--- src/sv/unsd_pkg.sv ---
// shared types and constants for the binary/text stream deframer
// no dependencies
package unsd_pkg;

  localparam int TEXT_CAPACITY_DEF = 128;
  localparam int BIN_CAPACITY_DEF  = 1024;

  localparam int CFG_IDX_W  = 8;
  localparam int BIN_CNT_W  = 17;
  localparam int TEXT_CNT_W = 8;

  localparam logic [BIN_CNT_W-1:0] HDR_BYTES   = 17'd6;
  localparam logic [BIN_CNT_W-1:0] CSUM_BYTES  = 17'd2;
  localparam logic [BIN_CNT_W-1:0] LEN_LOW_POS = 17'd4;

  localparam logic [7:0] SYNC_FIRST_RST  = 8'd181;
  localparam logic [7:0] SYNC_SECOND_RST = 8'd98;
  localparam logic [7:0] START_CHAR_RST  = 8'd36;
  localparam logic [7:0] END_CHAR_RST    = 8'd10;

  typedef enum logic [CFG_IDX_W-1:0] {
    CFG_SYNC_FIRST  = 8'd0,
    CFG_SYNC_SECOND = 8'd1,
    CFG_START_CHAR  = 8'd2,
    CFG_END_CHAR    = 8'd3
  } cfg_idx_t;

  typedef struct packed {
    logic [7:0] sync_first;
    logic [7:0] sync_second;
    logic [7:0] start_char;
    logic [7:0] end_char;
  } cfg_t;

  typedef struct packed {
    logic        store;
    logic        abort;
    logic        done;
    logic [15:0] length;
    logic        overflow;
    logic        hidden;
  } bin_tags_t;

  typedef struct packed {
    logic store;
    logic abort;
    logic done;
    logic overflow;
  } text_tags_t;

endpackage

--- src/sv/unsd_text_track.sv ---
// text sentence tracker: start character, abort on binary sync, terminator
// depends on unsd_pkg
module unsd_text_track
  import unsd_pkg::*;
#(
  parameter int TEXT_CAPACITY = TEXT_CAPACITY_DEF
) (
  input  logic       clk,
  input  logic       rst,
  input  logic       step,
  input  logic       hidden,
  input  logic [7:0] data_byte,
  input  cfg_t       cfg,
  output text_tags_t tags
);

  typedef enum logic [1:0] {
    TP_READY = 2'd0,
    TP_SYNC  = 2'd1,
    TP_DATA  = 2'd2
  } text_phase_t;

  localparam logic [TEXT_CNT_W-1:0] TextCap = TEXT_CNT_W'(TEXT_CAPACITY);

  text_phase_t           phase, phase_next;
  logic [TEXT_CNT_W-1:0] count, count_next;
  logic                  full;

  assign full = (count >= TextCap);

  always_comb begin
    phase_next = phase;
    count_next = count;
    tags       = '0;
    if (!hidden) begin
      unique case (phase)
        TP_SYNC: begin
          if (data_byte != cfg.sync_second) begin
            tags.overflow = full;
            tags.store    = !full;
            if (!full) count_next = count + 1'b1;
            phase_next = TP_DATA;
          end else begin
            tags.abort = 1'b1;
            count_next = '0;
            phase_next = TP_READY;
          end
        end
        TP_DATA: begin
          if (data_byte == cfg.end_char) begin
            tags.done  = 1'b1;
            count_next = '0;
            phase_next = TP_READY;
          end else begin
            tags.overflow = full;
            tags.store    = !full;
            if (!full) count_next = count + 1'b1;
          end
        end
        default: begin
          phase_next = TP_READY;
          if (data_byte == cfg.start_char) begin
            // the start character is stored unchecked; the user must keep capacity at least eight, not enforced here
            tags.store = 1'b1;
            count_next = TEXT_CNT_W'(1);
            phase_next = TP_SYNC;
          end
        end
      endcase
    end
  end

  always_ff @(posedge clk) begin
    if (rst) begin
      phase <= TP_READY;
      count <= '0;
    end else if (step) begin
      phase <= phase_next;
      count <= count_next;
    end
  end

endmodule

--- config.mk ---
export PLATFORM = sky130hd
export DESIGN_NAME = unsd_text_track
export DESIGN_NICKNAME = d
export VERILOG_FILES = /design/src/sv/unsd_pkg.sv /design/src/sv/unsd_text_track.sv
export SDC_FILE = /design/constraint.sdc
export NUM_CORES = 1
export LEC_CHECK = 0
export ABC_AREA = 1
export BUFFER_PORTS_ARGS = -buffer_cell sky130_fd_sc_hd__clkbuf_2
export CAP_MARGIN = 20
export CORE_ASPECT_RATIO = 0.75
export CORE_MARGIN = 8
export CORE_UTILIZATION = 30
export DETAILED_ROUTE_END_ITERATION = 12
export RECOVER_POWER = 50
export SYNTH_ARGS = -nofsm -noshare
export SYNTH_HDL_FRONTEND = slang
export SYNTH_SLANG_ARGS = --single-unit
--- constraint.sdc ---
create_clock -name clk -period 1.6 [get_ports clk]
set_input_delay 0.32 -clock clk [delete_from_list [all_inputs] [get_ports clk]]
set_output_delay 0.32 -clock clk [all_outputs]
set_load 0.01 [all_outputs]
==> flow_metrics.env <==
export IMPL_run_status="finished, violations left"
export IMPL_violations="setup timing"
export IMPL_timing_critical_path_buf_inv=3
export IMPL_busiest_layer="met2"
export IMPL_clk_latency_ns=0.24
export IMPL_gr_usage_met2_pct=17.57
export IMPL_syn_area_sq_mm=0.001082
export IMPL_hpwl_um=2337
export IMPL_dr_first_iter_drc_count=29
export IMPL_gr_usage_all_layers_pct=9.897
export IMPL_worstMarginPinSlew_ns=0.2085
export IMPL_critPathTopFamily="flip-flops"
export IMPL_startpoint_type="flop"
export IMPL_syn2layout_area_growth_pct=55.03
export IMPL_period_share_pct=102.5
export IMPL_cp_required_ns=1.28
export IMPL_postSynthAreaPerCell_sq_um=5.788
export IMPL_clkTransAtPathRegs_ns=0.05
export IMPL_clock_skew_ns=0.001049
export IMPL_critPathMaxFanout=4
export IMPL_die_x_um=85.36
export IMPL_yosysSeqAreaShare_pct=18.50
export IMPL_pre_cts_ws_ns=-0.1109
export IMPL_fin_crit_ns=1.640
export IMPL_arrival_ns=1.32
export IMPL_cpMostUsedCell="inv_2"
export IMPL_synthesis_nets=235
export IMPL_ios=48
export IMPL_syn_inst=187
export IMPL_core_sq_mm=0.003566
export IMPL_critical_path_max_stage_delay_ns=0.35
export IMPL_drc=0
export IMPL_numPortBuffers=39
export IMPL_ant_nets=0
export IMPL_cts_tree="yes"
export IMPL_first_global_vias=1071
export IMPL_ys_ff_latch=10
export IMPL_rsz0062_at_grt="yes"
export IMPL_crit_slowest_cell="dfxtp_2"
export IMPL_dr_total_vias=1230
export IMPL_layout_nets=295
export IMPL_yosysWarnings=0
export IMPL_viasPerCell=4.271
export IMPL_ctsLongestPathBuffers=2
export IMPL_dieHeight_um=68.02
export IMPL_hp_class="primary input to flop"
export IMPL_initial_core_util_pct=30.35
export IMPL_path_cells="inv_2 > ha_4 > inv_2 > nand3_2 > a21oi_2 > buf_2"
export IMPL_hold_viol_final=0
export IMPL_endpoint_kind="primary output"
export IMPL_ys_types=21
export IMPL_drv_cap=0
export IMPL_cts_max_level=1
export IMPL_num_rows=19
export IMPL_first_pass_iters=4
export IMPL_critical_path_class="flop to primary output"
export IMPL_slew_viol_final=0
export IMPL_drive_gt1_share_pct=40.24
export IMPL_use_met3_pct=2.398
export IMPL_met1_usage_pct=11.48
export IMPL_die_area_sq_mm=0.005805
export IMPL_clockRootBuffer="clkbuf_8"
export IMPL_slew_headroom_pct=85.95
export IMPL_p_leak_nw=0.8629
export IMPL_grt_overflow=0
export IMPL_ir_drop_mv=0.3469
export IMPL_gp_congestion=0.8296
export IMPL_fin_area_sq_mm=0.001678
export IMPL_wl_per_cell_um=10.06
export IMPL_routed_wl_um=2896
export IMPL_clkSinkCount=10
export IMPL_antenna_found_initial=0
export IMPL_antenna_cells=0
export IMPL_grt_max_degree=11
export IMPL_setup_viol=2
export IMPL_layoutNonFillerInstCount=288
export IMPL_powerDensity_mw_per_mm2=532.6
export IMPL_cts_buffers=3
export IMPL_fin_tns_setup_ns=-0.06819
export IMPL_grt_pass1_wl_um=4636
export IMPL_max_freq_mhz=609.7
export IMPL_dpl_cell_area_sq_mm=0.001411
export IMPL_placed_cells=279
export IMPL_postLayoutSetupSlackWorst_ns=-0.04023
-- cell usage after synthesis (all sizes together) --
cell type / instances / area share [%]
nor3: 3 / 1.4
ha: 4 / 4.6
inv: 32 / 11
a21oi: 2 / 0.92
dfxtp: 10 / 18
nand2: 74 / 27
nand4: 4 / 2.3
xor2: 1 / 0.81
nand3: 12 / 7.9
xnor2: 15 / 12
and3: 1 / 0.58
nor2: 23 / 8.9
o21ai: 2 / 0.92
nor3b: 2 / 1.4
buf: 2 / 1.5
-- registers in the layout (all words and copies together), names as in the netlist --
register,flops
count,8
phase,2
-- report_power, final --
group / total (mW) / leakage, nW / switching (mW) / internal [mW]
Combinational: 0.309 / 0.752 / 0.150 / 0.159
Clock: 0.322 / 0.0288 / 0.105 / 0.217
Sequential: 0.263 / 0.0817 / 0.00635 / 0.257
Total: 0.894 / 0.863 / 0.262 / 0.632
-- path summary, 6_finish.rpt --
check / depth (start not counted) / endpoint / startpoint / slack, ns
setup / recovery: 6 / tags[3] / phase[0]$_SDFFE_PP0P_ / -0.04
hold / removal: 2 / phase[1]$_SDFFE_PP0P_ / rst / 0.24
setup reg to reg: 10 / count[4]$_SDFFE_PP0P_ / phase[0]$_SDFFE_PP0P_ / 0.15
hold reg to reg: 4 / count[6]$_SDFFE_PP0P_ / count[6]$_SDFFE_PP0P_ / 0.54
-- timing repair --
item | in CTS | in global routing
endpoints found under the setup margin | 4 | 5
resized for setup | 15 | 27
pin swaps | 6 | 17
hold buffers | 0 | 0
buffers inserted | 5 | 0
-- layer usage --
layer | vias up | part of all wire (%)
met4 | 0 | 0.73
met3 | 3 | 3.1
li1 | 676 | -
met5 | - | 0
met2 | 16 | 51
met1 | 535 | 45
-- through the flow --
| step | hold WS (ns) | util (%) | power [mW] |
|---|---|---|---|
| finish | 0.2396 | 47.05 | 0.8937 |
| global route | 0.2335 | 47.05 | 0.9495 |
| CTS | 0.2349 | 44.04 | 0.8726 |
| detailed placement | 0.5012 | 39.58 | 0.5098 |
| global placement | 0.4978 | 39.58 | 0.5066 |
| floorplan | 0.3924 | - | 0.4102 |
-- cell usage in the layout, fill, tap and decap left out, types with 2 or more instances in the layout --
cell / n
nand2_1: 67
clkbuf_2: 31
inv_1: 27
nor2_1: 17
buf_4: 15
xnor2_1: 9
dfxtp_1: 8
nand2_2: 7
clkbuf_8: 7
xnor2_2: 6
nand3_2: 6
inv_2: 5
nand3_1: 5
buf_6: 5
nor2_2: 4
nand4_1: 4
nor3b_1: 2
nor3_2: 2
nor2_4: 2
o21ai_0: 2
ha_1: 2
ha_4: 2
buf_2: 2
dfxtp_2: 2
-- cell families after synthesis --
group / Yosys count / synth area share [%]
AO/OA/AOI/OAI: 4 / 1.849
XOR/XNOR: 16 / 12.95
adder cells (fa/ha/maj): 4 / 4.624
buffers and inverters: 34 / 12.60
flip-flops: 10 / 18.50
AND/OR/NAND/NOR: 119 / 49.48
-- area by class of cell --
cell class,instances,area (sq um)
multi-input combinational,143,864.6
fill,364,1888
clock buffer,4,55.05
inverter,32,120.1
tap,42,52.55
sequential,10,202.7
timing repair buffer,57,382.9
Power figures use the tool's default switching activity.
