--- src/sv/unsd_pkg.sv ---
// shared types and constants for the binary/text stream deframer
// no dependencies
package unsd_pkg;

  localparam int TEXT_CAPACITY_DEF = 128;
  localparam int BIN_CAPACITY_DEF  = 1024;

  localparam int CFG_IDX_W  = 8;
  localparam int BIN_CNT_W  = 17;
  localparam int TEXT_CNT_W = 8;

  localparam logic [BIN_CNT_W-1:0] HDR_BYTES   = 17'd6;
  localparam logic [BIN_CNT_W-1:0] CSUM_BYTES  = 17'd2;
  localparam logic [BIN_CNT_W-1:0] LEN_LOW_POS = 17'd4;

  localparam logic [7:0] SYNC_FIRST_RST  = 8'd181;
  localparam logic [7:0] SYNC_SECOND_RST = 8'd98;
  localparam logic [7:0] START_CHAR_RST  = 8'd36;
  localparam logic [7:0] END_CHAR_RST    = 8'd10;

  typedef enum logic [CFG_IDX_W-1:0] {
    CFG_SYNC_FIRST  = 8'd0,
    CFG_SYNC_SECOND = 8'd1,
    CFG_START_CHAR  = 8'd2,
    CFG_END_CHAR    = 8'd3
  } cfg_idx_t;

  typedef struct packed {
    logic [7:0] sync_first;
    logic [7:0] sync_second;
    logic [7:0] start_char;
    logic [7:0] end_char;
  } cfg_t;

  typedef struct packed {
    logic        store;
    logic        abort;
    logic        done;
    logic [15:0] length;
    logic        overflow;
    logic        hidden;
  } bin_tags_t;

  typedef struct packed {
    logic store;
    logic abort;
    logic done;
    logic overflow;
  } text_tags_t;

endpackage

--- src/sv/unsd_bin_track.sv ---
// binary frame tracker: sync pair, header, length and frame end counting
// depends on unsd_pkg
module unsd_bin_track
  import unsd_pkg::*;
#(
  parameter int BIN_CAPACITY = BIN_CAPACITY_DEF
) (
  input  logic       clk,
  input  logic       rst,
  input  logic       step,
  input  logic [7:0] data_byte,
  input  cfg_t       cfg,
  output bin_tags_t  tags
);

  typedef enum logic [1:0] {
    BP_READY = 2'd0,
    BP_SYNC  = 2'd1,
    BP_LEN   = 2'd2,
    BP_DATA  = 2'd3
  } bin_phase_t;

  localparam logic [BIN_CNT_W-1:0] BinCap = BIN_CNT_W'(BIN_CAPACITY);

  bin_phase_t           phase, phase_next;
  logic [BIN_CNT_W-1:0] count, count_next;
  logic [7:0]           len_low, len_low_next;
  logic [15:0]          len, len_next;
  logic [BIN_CNT_W-1:0] count_inc;
  logic [BIN_CNT_W-1:0] frame_end;
  logic                 over;

  assign count_inc = count + 1'b1;
  assign frame_end = HDR_BYTES + {1'b0, len} + CSUM_BYTES;
  assign over      = (count >= BinCap);

  always_comb begin
    phase_next   = phase;
    count_next   = count;
    len_low_next = len_low;
    len_next     = len;
    tags         = '0;
    unique case (phase)
      BP_READY: begin
        if (data_byte == cfg.sync_first) begin
          tags.store    = 1'b1;
          tags.overflow = over;
          count_next    = BIN_CNT_W'(1);
          phase_next    = BP_SYNC;
        end
      end
      BP_SYNC: begin
        if (data_byte == cfg.sync_second) begin
          tags.store    = 1'b1;
          tags.overflow = over;
          tags.hidden   = 1'b1;
          count_next    = BIN_CNT_W'(2);
          phase_next    = BP_LEN;
        end else begin
          tags.abort = 1'b1;
          count_next = '0;
          phase_next = BP_READY;
        end
      end
      BP_LEN: begin
        tags.store    = 1'b1;
        tags.overflow = over;
        tags.hidden   = 1'b1;
        if (count == LEN_LOW_POS) len_low_next = data_byte;
        count_next = count_inc;
        if (count_inc >= HDR_BYTES) begin
          len_next   = {data_byte, len_low};
          phase_next = BP_DATA;
        end
      end
      BP_DATA: begin
        tags.store    = 1'b1;
        tags.overflow = over;
        tags.hidden   = 1'b1;
        count_next    = count_inc;
        if (count_inc >= frame_end) begin
          tags.done   = 1'b1;
          tags.length = len;
          count_next  = '0;
          phase_next  = BP_READY;
        end
      end
    endcase
  end

  always_ff @(posedge clk) begin
    if (rst) begin
      phase   <= BP_READY;
      count   <= '0;
      len_low <= '0;
      len     <= '0;
    end else if (step) begin
      phase   <= phase_next;
      count   <= count_next;
      len_low <= len_low_next;
      len     <= len_next;
    end
  end

endmodule

--- config.mk ---
export PLATFORM = sky130hd
export DESIGN_NAME = unsd_bin_track
export DESIGN_NICKNAME = d
export VERILOG_FILES = /design/src/sv/unsd_pkg.sv /design/src/sv/unsd_bin_track.sv
export SDC_FILE = /design/constraint.sdc
export NUM_CORES = 1
export LEC_CHECK = 0
export BUFFER_PORTS_ARGS = -buffer_cell sky130_fd_sc_hd__buf_2
export CAP_MARGIN = 40
export CORE_ASPECT_RATIO = 2
export CORE_MARGIN = 10
export CORE_UTILIZATION = 57
export CTS_BUF_LIST = sky130_fd_sc_hd__clkbuf_8
export CTS_CLUSTER_DIAMETER = 40
export DETAILED_ROUTE_END_ITERATION = 6
export PLACE_DENSITY = 0.82
export SLEW_MARGIN = 40
export SYNTH_ARGS = -nofsm -noshare
export SYNTH_HDL_FRONTEND = slang
export SYNTH_SLANG_ARGS = --single-unit
--- constraint.sdc ---
create_clock -name clk -period 5.25 [get_ports clk]
set_input_delay 0.2625 -clock clk [delete_from_list [all_inputs] [get_ports clk]]
set_output_delay 0.2625 -clock clk [all_outputs]
set_load 0.1 [all_outputs]
==> impl_metrics.toml, run 1 <==
[timing]
whs_ns = 0.280
finalCritPeriodShare = 0.944
hold_viol_final = 0
rsz0062_at_grt = "no"
skew_ns = 0.00628
worst_pin_slew_ns = 0.852
finalSetupTns_ns = 0
relSlewSlack = 0.428
finalSetupViolCount = 0
max_freq_mhz = 202
finalMaxSlewViolations = 0
period_needed_ns = 4.95

[worst_setup_path]
cp-end-kind = "output port"
critPathRequiredTime_ns = 4.99
crit_path_start_kind = "flop"
worst-path-max-fanout = 14
arrival_ns = 4.69
path_class = "flop to output port"

[clocking]
path_clk_slew_ns = 0.09
cts_sinks = 43
cts_root_buf = "clkbuf_8"
clk_latency_ns = 0.31
cts_tree = "yes"
numCtsBuffers = 5
cts.path.max_buffers = 2
h-tree-depth = 2

[floorplanning]
ios = 64
die_h_um = 126
rows = 38
die_x_um = 72.9
initial_core_util = 0.588
fp.dieArea_um2 = 9170
core_region_area_um2 = 5420

[drt]
drtIter0Drc = 239
routed_wl_um = 8810
routed-wl-met2_um = 4760
avgViaCountPerCell = 6.18
top_layer_used = "met4"
vias = 2929
wl_per_cell_um = 18.6
drcViolationCount = 0
wl_met3_um = 389
postRouteAntennaNets = 0
dr.pass1.iters = 4
wl_met1_um = 3080

[placement]
place.gp.congestion = 0.881
port_buffers = 47
hpwl_um = 6960

[flow_run]
drv_cap = 0

[final_layout]
mostFrequentLayoutCell = "dfxtp_1"
num_antenna_cells = 0
seq_area_um2 = 865
fillers = 408
multi_input_area_um2 = 2180
drive_above_1_share = 0.203
mostFrequentLayoutCells = "dfxtp_1, nor2_1, xnor2_1"
final_net_count = 475
syn_to_final_growth_pct = 18.8

[pwr]
p_per_area_nw_per_um2 = 181
ir_drop_v = 0.000280
p_leak_nw = 1.49

[logic_synthesis]
ys_async_sr_fraction = 0
synth_seq_cells = 43
ys_types = 56
synth.avg_cell_area_um2 = 8.57
yosysSeqAreaShare = 0.270
synth_edf_count = 0
syn_inst = 372
ys.flop_type = "dfxtp_1"
synth_nets = 434
netlist_area_um2 = 3190
yosys_warnings = 0

[global_routing]
antenna_found_initial = 0
grt_pass1_wl_um = 14500
track_usage = 0.194
grt.overflow.total = 0
grt_max_degree = 37
grt_pass1_vias = 3139

[outcome]
status = "complete, no violations"

[min_path]
hp-class = "input pin to flop"
==> cells in the mapped netlist (all sizes together) (2+ instances only) <==
library cell / count / area [µm²]
o21ai: 9 / 45.0
nor4b: 3 / 32.5
and3: 11 / 68.8
clkbuf: 10 / 37.5
a311oi: 2 / 17.5
nor4: 6 / 65.1
a21o: 5 / 37.5
a21oi: 7 / 35.0
nor2: 38 / 143
xnor2: 35 / 314
a22o: 10 / 87.6
nand4: 6 / 52.6
buf: 12 / 83.8
or4: 3 / 26.3
dfxtp: 43 / 861
inv: 8 / 30.0
or3: 4 / 30.0
a31oi: 6 / 43.8
or2: 2 / 12.5
mux2i: 24 / 240
and2: 16 / 100
a31o: 2 / 17.5
nor3: 18 / 101
ha: 19 / 238
a221o: 5 / 50.1
nand2: 23 / 86.3
xor2: 10 / 87.6
and4: 3 / 26.3
nor2b: 5 / 31.3
nand3: 16 / 85.1
==> layout make-up <==
type | count | share of cell area
Clock buffer | 5 | 0.0182
Clock inverter | 3 | 0.0168
Inverter | 8 | 0.00793
Multi-Input combinational cell | 299 | 0.577
Sequential cell | 43 | 0.228
Tap cell | 60 | 0.0198
Timing Repair Buffer | 56 | 0.132
==> sequential cells by signal, indices dropped and copies added (netlist names), named ones only <==
register / cells
len: 16
count: 17
len_low: 8
phase: 1
==> stage by stage <==
stage,cell area [µm²],util,total power [mW],instances,setup WS (ns)
CTS,3780,0.697,0.686,474,0.127
detailed placement,3650,0.673,0.382,466,0.490
finish,3790,0.699,0.684,474,0.296
global placement,3630,0.670,0.380,465,0.577
floorplan,3190,-,0.361,372,-0.573
global route,3790,0.699,0.701,474,0.0109
==> final timing paths <==
path,cells after the start,start,slack (ns),to
worst max register to register,14,count[10],0.95,count[12]
worst min register to register,2,len[1],0.50,len[1]
worst max-delay path,15,count[10],0.30,tags[15]
worst min-delay path,3,data_byte[6],0.28,len_low[6]
==> kinds of logic after synthesis <==
family	count (synthesis)	synth area share
DFF	43	0.270
and+or+nand+nor	157	0.278
muxes	24	0.0754
xor gates and xnor gates	45	0.126
adders and majority gates	20	0.0777
buffers and inverters	30	0.0475
AOI/OAI and AO/OA	53	0.125
==> metal layers <==
metal	track usage	vias to the layer above
li1	-	1418
met1	0.180	1367
met2	0.346	108
met3	0.0456	36
met4	0.147	0
met5	0	-
==> critical path, cell delays in order, from the launching register on <==
cell,delay [ns]
dfxtp_1,0.57
nand2_1,0.20
or4_4,0.58
o21ai_0,0.27
nand2_1,0.15
ha_1,0.32
and4_1,0.23
nand2_1,0.10
or3_1,0.37
or3_1,0.38
a31o_2,0.27
and3_1,0.23
nor2_1,0.12
buf_4,0.20
and2_1,0.21
buf_12,0.19
==> power by group <==
part	internal, mW	switching (mW)	leakage (nW)
Clock	0.188	0.121	0.0695
Combinational	0.0198	0.0273	1.07
Sequential	0.326	0.00104	0.348
==> repair_timing <==
item / CTS / global route
setup buffers: 0 / 0
gates resized for setup: 0 / 5
endpoints found under the setup margin: 0 / 17
hold buffers: 0 / 0
Power figures use the tool's default switching activity.
==> run 2, diff against run 1 <==
Settings changed: CORE_MARGIN 10 to 5.
==> run 2 against run 1 <==
  * Die area fell by 21%
  * Final cell count unchanged
  * Sequential power about the same
  * Critical path depth unchanged
  * Clock power is 33% lower
  * Global-route usage increased by 5.0 points
  * Core utilization is 0.90 points lower
  * Clock skew down 0.0020 ns
  * Total power is 15% lower
  * Routed wire length is 2.2% lower
==> impl_metrics.toml, run 2 (synthesized netlist as in run 1, its figures left out) <==
[outcome]
status = "complete, no violations"

[global_routing]
antenna_found_initial = 0
grt_max_degree = 37
grt_pass1_vias = 3208
track_usage = 0.245
grt.overflow.total = 0
grt_pass1_wl_um = 14300

[timing]
hold_viol_final = 0
skew_ns = 0.00427
finalMaxSlewViolations = 0
finalSetupTns_ns = 0
rsz0062_at_grt = "no"
relSlewSlack = 0.438
finalCritPeriodShare = 0.944
period_needed_ns = 4.96
whs_ns = 0.287
worst_pin_slew_ns = 0.837
max_freq_mhz = 202
finalSetupViolCount = 0

[final_layout]
mostFrequentLayoutCells = "dfxtp_1, nor2_1, xnor2_1"
mostFrequentLayoutCell = "dfxtp_1"
drive_above_1_share = 0.196
syn_to_final_growth_pct = 17.3
top_regs = "count: 17 flops, len: 16 flops, len_low: 8 flops"
largest_reg_flops = 17
num_antenna_cells = 0
fin_util = 0.690
design_area_um2 = 3740
fin_cells = 474
final_net_count = 475
top_register = "count"

[drt]
routed_wl_um = 8610
avgViaCountPerCell = 6.32
postRouteAntennaNets = 0
drtIter0Drc = 128
dr.pass1.iters = 5
drcViolationCount = 0
wl_per_cell_um = 18.2
vias = 2994

[placement]
hpwl_um = 7080
port_buffers = 47
place.gp.congestion = 0.877
dp.cells = 466
dpl_cell_area_um2 = 3650

[pwr]
ir_drop_v = 0.000180
p_per_area_nw_per_um2 = 156
p_leak_nw = 1.46

[floorplanning]
fp.dieArea_um2 = 7280
die_x_um = 62.9
initial_core_util = 0.588
ios = 64
die_h_um = 116
core_region_area_um2 = 5420
rows = 38

[clocking]
clk_latency_ns = 0.30
cts_resized = 0
h-tree-depth = 2
cts_sinks = 43
cts_hold_buf = 0
path_clk_slew_ns = 0.08
cts_tree = "yes"
cts_post_setup_buffers_inserted = 0
cts.path.max_buffers = 2
cts_root_buf = "clkbuf_8"
numCtsBuffers = 5

[worst_setup_path]
crit_family = "simple AND/OR/NAND/NOR gates"
cp_num_buf_inv = 2
crit_path_start_kind = "flop"
critPathMaxStageDelay_ns = 0.64
critical_path.slowest_cell = "dfxtp_1"
critPathRequiredTime_ns = 4.99
cp-end-kind = "output port"
arrival_ns = 4.69
path_class = "flop to output port"
worst-path-max-fanout = 14
crit_path_cell_trace = "nand4_4 > or4_4 > o21ai_1 > nand2_1 > ha_1 > and4_1 > nand2_1 > or3_1 > or3_1 > a31o_2 > and3_1 > nor2_1 > buf_4 > and2_1 > buf_12"

[min_path]
hp-class = "input pin to flop"

[flow_run]
drv_cap = 0
-- run 2: cell types whose count changed in the layout (fill, tap and decap cells not counted) --
cell / delta
dfxtp_1: +2
dfxtp_2: -2
clkinvlp_4: +1
bufinv_16: -2
o21ai_1: +1
ha_1: +1
clkinv_2: +1
ha_2: -1
o21ai_0: -1
buf_4: -1
buf_6: +1
-- run 2: layout make-up --
class / count / area [µm²]
Tap cell: 60 / 75.1
Clock inverter: 3 / 16.3
Sequential cell: 43 / 862
Inverter: 8 / 30.0
Fill cell: 443 / 1680
Clock buffer: 5 / 68.8
Timing Repair Buffer: 56 / 504
Multi-Input combinational cell: 299 / 2180
-- run 2: final timing paths --
check / start / end / slack (ns) / depth (start not counted)
max: count[7] / tags[14] / 0.29 / 15
min: data_byte[6] / len_low[6] / 0.29 / 3
max reg2reg: count[7] / count[3] / 0.99 / 14
min reg2reg: len_low[4] / len_low[4] / 0.51 / 2
-- run 2: stage by stage --
| stage | total power, mW | setup slack (ns) |
|---|---|---|
| after floorplan | 0.361 | -0.573 |
| after global placement | 0.380 | 0.535 |
| after detailed placement | 0.383 | 0.452 |
| after CTS | 0.584 | 0.114 |
| after global routing | 0.605 | 0.00828 |
| final | 0.582 | 0.293 |
-- run 2: report_power, final --
part           leakage [nW]  switching, mW  internal, mW  total (mW)
combinational          1.07         0.0273        0.0198      0.0471
sequential            0.347        0.00116         0.326       0.328
clock                0.0453          0.116        0.0911       0.207
total                  1.46          0.145         0.437       0.582
-- run 2: per-layer routing --
layer  vias to the layer above  wire length, µm  share of wire  GRT usage
met5                         -                0              0          0
met4                         0              469          0.054      0.188
met3                        35              434          0.050     0.0446
met2                       109             4950           0.58      0.481
met1                      1437             2760           0.32      0.206
li1                       1413                -              -          -
-- run 2: tightest hold or removal path, delay by kind of cell --
kind | cells | cell delay (ns)
AND/OR/NAND/NOR | 1 | 0.08
multiplexers | 1 | 0.08
buffers and inverters | 1 | 0.13
